--- src/hdl/npc_pkg.sv ---
// ----------------------------------------------------------------------------
// npc_pkg
// Shared widths, operation codes and the scan tag for the nearest palette
// color match block.
// ----------------------------------------------------------------------------
`default_nettype none

package npc_pkg;

  localparam int COLOR_W = 24;
  localparam int CHAN_W  = 8;
  localparam int IDX_W   = 8;
  localparam int DIST_W  = 18;
  localparam int SIZE_W  = 9;
  localparam int SQ_W    = 2 * CHAN_W;

  // Number of indices that an entry index and best_index can address.
  localparam int INDEX_REACH = 256;

  localparam logic [SIZE_W-1:0] SIZE_RESET = 9'd256;
  localparam logic [DIST_W-1:0] DIST_MAX   = 18'd195075;

  localparam logic OP_WRITE = 1'b0;
  localparam logic OP_MATCH = 1'b1;

  // Travels alongside each palette entry as it moves down the scan pipeline.
  typedef struct packed {
    logic             valid;
    logic             last;
    logic [IDX_W-1:0] idx;
  } scan_tag_t;

endpackage

`default_nettype wire

--- src/hdl/npc_dist.sv ---
// ----------------------------------------------------------------------------
// npc_dist
// Distance unit: squared Euclidean RGB distance of one palette entry to the
// target color, registered, with the entry's scan tag carried alongside.
// ----------------------------------------------------------------------------
`default_nettype none

module npc_dist
  import npc_pkg::*;
(
  input  wire logic               clk,
  input  wire logic               rst_n,
  input  wire logic [COLOR_W-1:0] entry,
  input  wire logic [COLOR_W-1:0] target,
  input  wire scan_tag_t          tag_in,
  output      logic [DIST_W-1:0]  sq_dist,
  output      scan_tag_t          tag_out
);

  logic [CHAN_W-1:0] diff [3];
  logic [SQ_W-1:0]   sq   [3];
  logic [DIST_W-1:0] dist_nxt;
  logic [DIST_W-1:0] dist_r;
  scan_tag_t         tag_r;

  always_comb begin
    for (int c = 0; c < 3; c++) begin
      if (entry[c*CHAN_W +: CHAN_W] >= target[c*CHAN_W +: CHAN_W]) begin
        diff[c] = entry[c*CHAN_W +: CHAN_W] - target[c*CHAN_W +: CHAN_W];
      end else begin
        diff[c] = target[c*CHAN_W +: CHAN_W] - entry[c*CHAN_W +: CHAN_W];
      end
      sq[c] = SQ_W'(diff[c]) * SQ_W'(diff[c]);
    end
    dist_nxt = DIST_W'(sq[0]) + DIST_W'(sq[1]) + DIST_W'(sq[2]);
  end

  always_ff @(posedge clk) begin
    if (!rst_n) begin
      tag_r.valid <= 1'b0;
    end else begin
      tag_r.valid <= tag_in.valid;
    end
    tag_r.last <= tag_in.last;
    tag_r.idx  <= tag_in.idx;
    dist_r     <= dist_nxt;
  end

  assign sq_dist = dist_r;
  assign tag_out = tag_r;

endmodule

`default_nettype wire

--- config.mk ---
export PLATFORM = sky130hd
export DESIGN_NAME = npc_dist
export DESIGN_NICKNAME = d
export VERILOG_FILES = /design/src/hdl/npc_pkg.sv /design/src/hdl/npc_dist.sv
export SDC_FILE = /design/constraint.sdc
export NUM_CORES = 1
export LEC_CHECK = 0
export ABC_AREA = 1
export BUFFER_PORTS_ARGS = -buffer_cell sky130_fd_sc_hd__buf_2
export CAP_MARGIN = 30
export CORE_ASPECT_RATIO = 2
export CORE_MARGIN = 3
export CORE_UTILIZATION = 35
export CTS_BUF_LIST = sky130_fd_sc_hd__clkbuf_8
export DETAILED_ROUTE_END_ITERATION = 8
export SYNTH_ARGS = -nofsm -noshare
export SYNTH_HDL_FRONTEND = slang
export SYNTH_SLANG_ARGS = --single-unit
--- constraint.sdc ---
create_clock -name clk -period 7 [get_ports clk]
set_input_delay 0.7 -clock clk [delete_from_list [all_inputs] [get_ports clk]]
set_output_delay 0.7 -clock clk [all_outputs]
set_load 0.03 [all_outputs]
==> results of run 1 <==
==> stage by stage <==
stage	utilization [%]	TNS (ns)	cells
floorplan	-	0	1102
global placement	44.8	-3.17	1685
detailed placement	44.8	-3.92	1685
CTS	45.5	-0.0425	1690
global route	48.3	-0.760	1706
finish	48.3	0	1706
==> metal layers <==
metal / track usage (%) / vias to the layer above
met1: 15.4 / 3592
met4: 8.83 / 0
li1: - / 3788
met2: 37.1 / 114
met3: 0.848 / 58
met5: 0 / -
==> state kept, by name, summed over array words and instances, names as in the netlist <==
register	flops
sq_dist	18
tag_out	10
==> layout make-up <==
| class | count | area share, % |
|---|---|---|
| Clock buffer | 3 | 0.355 |
| Clock inverter | 1 | 0.258 |
| Inverter | 317 | 10.5 |
| Multi-Input combinational cell | 750 | 64.0 |
| Sequential cell | 28 | 4.82 |
| Tap cell | 328 | 3.53 |
| Timing Repair Buffer | 279 | 16.5 |
==> cells by family after synthesis <==
group	count (synthesis)	synth area share [%]
and+or+nand+nor	373	19.8
buffers and inverters	327	14.8
adders and majority gates	263	50.0
AOI/OAI and AO/OA	75	5.33
xor gates and xnor gates	36	3.64
DFF	28	6.47
==> synthesized netlist by cell type, types with 2 or more instances <==
library cell | count | area share [%]
a21o_1 | 6 | 0.52
a21oi_1 | 33 | 1.9
a31oi_1 | 2 | 0.14
buf_2 | 5 | 0.29
buf_6 | 3 | 0.39
dfxtp_1 | 28 | 6.5
fa_1 | 139 | 32
ha_1 | 124 | 18
inv_1 | 302 | 13
inv_2 | 9 | 0.39
inv_4 | 6 | 0.43
nand2_1 | 186 | 8.1
nand2_2 | 17 | 1.2
nand2_4 | 12 | 1.6
nand3_1 | 38 | 2.2
nand3_2 | 2 | 0.23
nand3_4 | 2 | 0.40
nand4_1 | 7 | 0.51
nor2_1 | 91 | 3.9
nor2_2 | 10 | 0.72
nor2_4 | 4 | 0.52
o21a_1 | 5 | 0.43
o21ai_0 | 12 | 0.69
o21ai_1 | 3 | 0.17
o21ai_2 | 2 | 0.20
o21bai_1 | 8 | 0.69
xnor2_1 | 13 | 1.3
xor2_1 | 23 | 2.3
==> placed cells by master, fill, tap and decap left out, drive strengths merged <==
cell type and n:
inv 317, buf 279, nand2 216, fa 139
ha 124, nor2 105, nand3 44, a21oi 35
dfxtp 28, xor2 23, o21ai 18, xnor2 13
o21bai 8, nand4 8, a21o 6, o21a 5
clkbuf 3, nor3 2, a31oi 2, or2 1
a211oi 1, bufinv 1
==> what timing repair did <==
item                                    in CTS  in global routing
setup buffers                                0                 14
endpoints found under the setup margin       6                 12
pin swaps                                    5                 83
resized for setup                           17                152
cloned                                       1                  2
==> worst paths after layout <==
check / to / startpoint / cells after the start / slack [ns]
min: tag_out[8] / tag_in[8] / 1 / 0.50
max: sq_dist[13] / entry[0] / 32 / 0.12
==> reports/qor.csv, run 1 <==
metric;value;unit
status;completed;
grt_pass1_wl;37400;um
grt_pass1_vias;8218;
wl_met3;371;um
portBuffers;87;
std_cell_rows;80;
final_layout_size_suffix_gt1_share;34.3;%
ys_types;38;
yosysSeqAreaShare;6.47;%
synthesis.nets;1425;
antenna_found_initial;0;
path_clk_slew;0.09;ns
synth-warning-count;0;
cts_hold_buf;0;
drt_iter0_drc;162;
die_h;229;um
avgSynthCellArea;7.86;um^2
dieArea;0.0268;mm^2
worst-path-buf-inv;11;
finalCritPeriodShare;98.3;%
placed_cell_area;0.0108;mm^2
nNetsFinal;1702;
ff_latch_area;561;um^2
grt_max_degree;17;
place.gp.congestion;0.893;
synth_seq_cells;28;
wl_per_cell;13.4;um
cp_slowest_cell;fa_1;
finalHoldViolCount;0;
cts.sinks;28;
vias_per_cell;4.43;
grt_overflow;0;
cts_max_level;1;
ant_nets;0;
place_ws;-0.478;ns
worst_pin_slew;0.353;ns
netlist_area;0.00867;mm^2
path_delay_family;adder cells;
drt_pass1_iterations;4;
initial_utilization;35.9;%
cts-root-buf;clkbuf_8;
io_pins;88;
synthArstFlopShare;0;%
worstSetupEndpointType;flop;
cts_tree;done;
met1_length;7140;um
synth_ff_type;dfxtp_1;
report.final.slew_viol_count;0;
core;0.0241;mm^2
die_w;117;um
min_period;6.88;ns
top_layer_used;met4;
fin_area;0.0116;mm^2
wl;22900;um
multi_input_area;0.00745;mm^2
setup_viol;0;
path_common_cell;fa_1;
finalWorstSetupSlack;0.122;ns
fmax;145;MHz
drc;0;
required;7.19;ns
synthesis.instances;1102;
whs;0.498;ns
synth_edf_count;0;
syn2layout_area_growth;34.3;%
cpPeakStageDelay;0.54;ns
num_antenna_cells;0;
route.met2.wl;14100;um
numCtsBuffers;3;
hold_class;in2reg;
slew_headroom;76.3;%
rsz0062_at_grt;yes;
hpwl;20800;um
fillers;2386;
critPathLaunchType;input pin;
crit_fanout;5;
clk_path_buf_depth;2;
maxCapViolCount;0;
grt_use_total;17.6;%
worst_ep_arrival_time;7.07;ns
critical_path_class;in2reg;
via_count;7552;
Power of run 1 is left out: the tool's default activity adds up to more than one toggle a clock period on the data nets, which glitch-free logic cannot reach.
==> inputs of run 2 (changes only) <==
Settings changed: BUFFER_PORTS_ARGS -buffer_cell sky130_fd_sc_hd__buf_2 to default, DONT_BUFFER_PORTS from default to 1, SLEW_MARGIN from default to 10.
==> run 2 against run 1 <==
Compared with the run above:
- worst hold slack worse by 0.080 ns
- design area fell by 7.4%
- count of clock-buffer cells in the layout stayed put
- largest cell class unchanged
- sequential share of layout area up 0.39 points
- global-route usage fell by 0.11 points
- flip-flop and latch count is the same
- routed wire length about the same
- worst setup slack better by 0.10 ns
- utilization decreased by 3.6 points
- first-iteration DRC count grew 9.3%
==> reports/qor.csv, run 2 (same netlist as run 1, synthesis figures left out) <==
metric;value;unit
status;completed;
met1_length;7110;um
path_delay_family;adder cells;
critPathLaunchType;input pin;
min_period;6.77;ns
grt_pass1_wl;36900;um
cts_hold_buf;0;
path_common_cell;fa_1;
drt_iter0_drc;177;
final_common_cell;inv_1;
worst-path-buf-inv;7;
finalHoldViolCount;0;
die_h;229;um
route.met2.wl;13800;um
cts.sinks;28;
wl_per_cell;14.5;um
required;7.20;ns
top_layer_used;met4;
antenna_found_initial;0;
grt_max_degree;17;
slew_headroom;75.3;%
std_cell_rows;80;
cts-root-buf;clkbuf_8;
final_layout_size_suffix_gt1_share;25.5;%
finalCritPeriodShare;96.8;%
grt_use_total;17.5;%
fmax;148;MHz
wl;22900;um
crit_fanout;5;
hpwl;20700;um
worstSetupStartpoint;entry[0];
hold_start;tag_in[1];
dieArea;0.0268;mm^2
die_w;117;um
worst_ep_arrival_time;6.98;ns
cp_slowest_cell;fa_1;
largest_reg_flops;18;
via_count;7235;
path_clk_slew;0.10;ns
cts_max_level;1;
clk_path_buf_depth;2;
drt_pass1_iterations;4;
critical_path_class;in2reg;
io_pins;88;
worst_pin_slew;0.370;ns
nNetsFinal;1579;
cpPeakStageDelay;0.57;ns
report.final.slew_viol_count;0;
ant_nets;0;
portBuffers;0;
hold_class;in2reg;
grt_overflow;0;
core;0.0241;mm^2
numCtsBuffers;3;
setup_viol;0;
maxCapViolCount;0;
place.gp.congestion;0.887;
vias_per_cell;4.57;
drc;0;
layout_common_cells;293 x inv_1, 165 x nand2_1, 154 x buf_4, 130 x fa_1, 113 x ha_1;
cts_tree;done;
worstSetupEndpointType;flop;
wl_met3;573;um
syn2layout_area_growth;24.3;%
whs;0.418;ns
initial_utilization;35.9;%
grt_pass1_vias;8027;
run 2: final timing paths:
kind                 endpoint  slack, ns  cells after the start
hold / removal     tag_out[1]       0.42                      0
setup / recovery  sq_dist[17]       0.23                     32
run 2: cell type report:
type,count,area (um^2)
antenna,1,2.50
fill,2436,13300
sequential,28,561
timing repair buffer,157,1200
clock buffer,3,41.3
multi-input combinational,749,7310
inverter,317,1220
clock inverter,1,30.0
tap,328,410
run 2: metrics by stage:
stage / util, % / setup slack, ns / instance area (um^2) / TNS, ns / cells
global placement: 42.1 / -0.278 / 10100 / -1.91 / 1565
global route: 44.7 / -0.0650 / 10800 / -0.0780 / 1583
finish: 44.7 / 0.225 / 10800 / 0 / 1584
CTS: 42.7 / 0.000290 / 10300 / 0 / 1572
floorplan: - / 0.0113 / 8710 / 0 / 1102
detailed placement: 42.1 / -0.439 / 10100 / -3.59 / 1565
run 2: timing repair:
action,CTS,global route
endpoints found under the setup margin,5,12
pin swaps,4,63
setup buffers,2,10
gates resized for setup,13,104
cloned,1,1
run 2: layer usage:
| metal | track usage [%] | vias to the layer above |
|---|---|---|
| met4 | 10.5 | 0 |
| met1 | 15.4 | 3461 |
| met5 | 0 | - |
| li1 | - | 3548 |
| met3 | 1.19 | 76 |
| met2 | 35.7 | 150 |
Power of run 2 is left out for the same reason.
==> inputs of run 3 (changes only) <==
Settings changed: PLACE_DENSITY_LB_ADDON from default to 0.12.
==> run 3 against run 2 <==
Compared with the run above:
- maximum frequency is essentially flat
- first-iteration DRC count shrank 32%
- worst setup slack gained 0.0020 ns
- die area is the same
- global-route usage grew 0.52 points
- worst hold slack lost 0.029 ns
- sequential share of layout area is essentially flat
- critical endpoint is now sq_dist[15]
==> reports/qor.csv, run 3 (same netlist as run 1, synthesis figures left out) <==
metric;value;unit
status;completed;
io_pins;88;
grt_pass1_vias;7851;
ant_nets;0;
worst_pin_slew;0.379;ns
grt_use_total;18.0;%
hold_start;tag_in[2];
worstHoldPathCells;0;
final_layout_size_suffix_gt1_share;24.6;%
met1_usage;16.1;%
via_count;7021;
critical_path_class;in2reg;
met3_usage;0.371;%
cts_max_level;1;
hold_class;in2reg;
report.final.slew_viol_count;0;
grt_pass1_wl;37500;um
drt_pass1_iterations;4;
multi_input_area;0.00721;mm^2
fmax;148;MHz
setup_viol;0;
dieArea;0.0268;mm^2
worstSetupEndpointType;flop;
final_common_cell;inv_1;
die_h;229;um
cts_tree;done;
cts_hold_buf;0;
cts-root-buf;clkbuf_8;
die_w;117;um
nNetsFinal;1590;
maxCapViolCount;0;
clk_path_buf_depth;2;
finalCritPeriodShare;96.8;%
std_cell_rows;80;
path_common_cell;fa_1;
grt_max_degree;17;
path_depth;28;
cpPeakStageDelay;0.59;ns
min_to;tag_out[2];
drc;0;
critPathLaunchType;input pin;
core;0.0241;mm^2
finalHoldViolCount;0;
grt_overflow;0;
slew_headroom;74.6;%
grtUsageMet2;38.9;%
layout_common_cells;297 x inv_1, 169 x nand2_1, 166 x buf_4, 131 x fa_1, 116 x ha_1;
post-route-util;44.4;%
crit_fanout;5;
min_period;6.77;ns
portBuffers;0;
fillers;2498;
initial_utilization;35.9;%
worst-path-buf-inv;7;
wl_per_cell;14.7;um
busiest_layer;met2;
numCtsBuffers;3;
syn2layout_area_growth;23.7;%
required;7.27;ns
place.gp.congestion;0.857;
drt_iter0_drc;120;
largest_reg_flops;18;
wl;23400;um
vias_per_cell;4.40;
cts.sinks;28;
ff_latch_area;561;um^2
hpwl;21500;um
worst_ep_arrival_time;7.04;ns
path_delay_family;adder cells;
cp_slowest_cell;fa_1;
antenna_found_initial;0;
path_clk_slew;0.14;ns
==> run 3: cell types whose count changed in the layout (fill, tap and decap cells not counted), sizes merged <==
cell,delta
nand3,+1
inv,+1
clkinv,-1
buf,+10
==> run 3: how the worst max path moves through the flow <==
stage	startpoint	end	slack, ns
after CTS	entry[0]	sq_dist[16]	-0.02
final	entry[0]	sq_dist[15]	0.23
after floorplan	entry[0]	sq_dist[14]	0.01
after global routing	entry[0]	sq_dist[16]	-0.03
after detailed placement	entry[0]	sq_dist[17]	-0.45
after global placement	entry[8]	sq_dist[17]	-0.37
==> run 3: routing by layer <==
metal  wire (um)  vias up  share of wire, %
met4        1070        0               4.6
li1            -     3573                 -
met2       14700      102                63
met1        7320     3313                31
met3         359       33               1.5
met5           0        -                 0
==> run 3: metrics by stage <==
step | hold slack [ns] | worst slack [ns] | cell area [um^2] | std cells | setup TNS (ns)
2_1_floorplan | 0.728 | 0.0113 | 8710 | 1102 | 0
3_3_place_gp | 0.728 | -0.370 | 10300 | 1584 | -2.93
3_5_place_dp | 0.728 | -0.446 | 10300 | 1584 | -3.68
4_1_cts | 0.382 | -0.0203 | 10400 | 1588 | -0.0257
5_1_grt | 0.384 | -0.0269 | 10700 | 1594 | -0.0695
6_report | 0.388 | 0.227 | 10700 | 1595 | 0
==> run 3: cell type report <==
type                    count  share of cell area [%]
multi-input cells         750                    67.3
repair buffers            167                    11.7
inverters                 317                    11.3
flip-flops and latches     28                    5.23
well taps                 328                    3.83
clock buffers               3                   0.385
clock inverters             1                   0.280
diodes                      1                  0.0233
==> run 3: timing repair <==
item                       CTS  global route
gates cloned                 0             3
gates resized for setup      5            80
pin swaps                    0            35
buffers inserted             0             3
setup endpoints to repair    5            12
Power of run 3 is left out for the same reason.
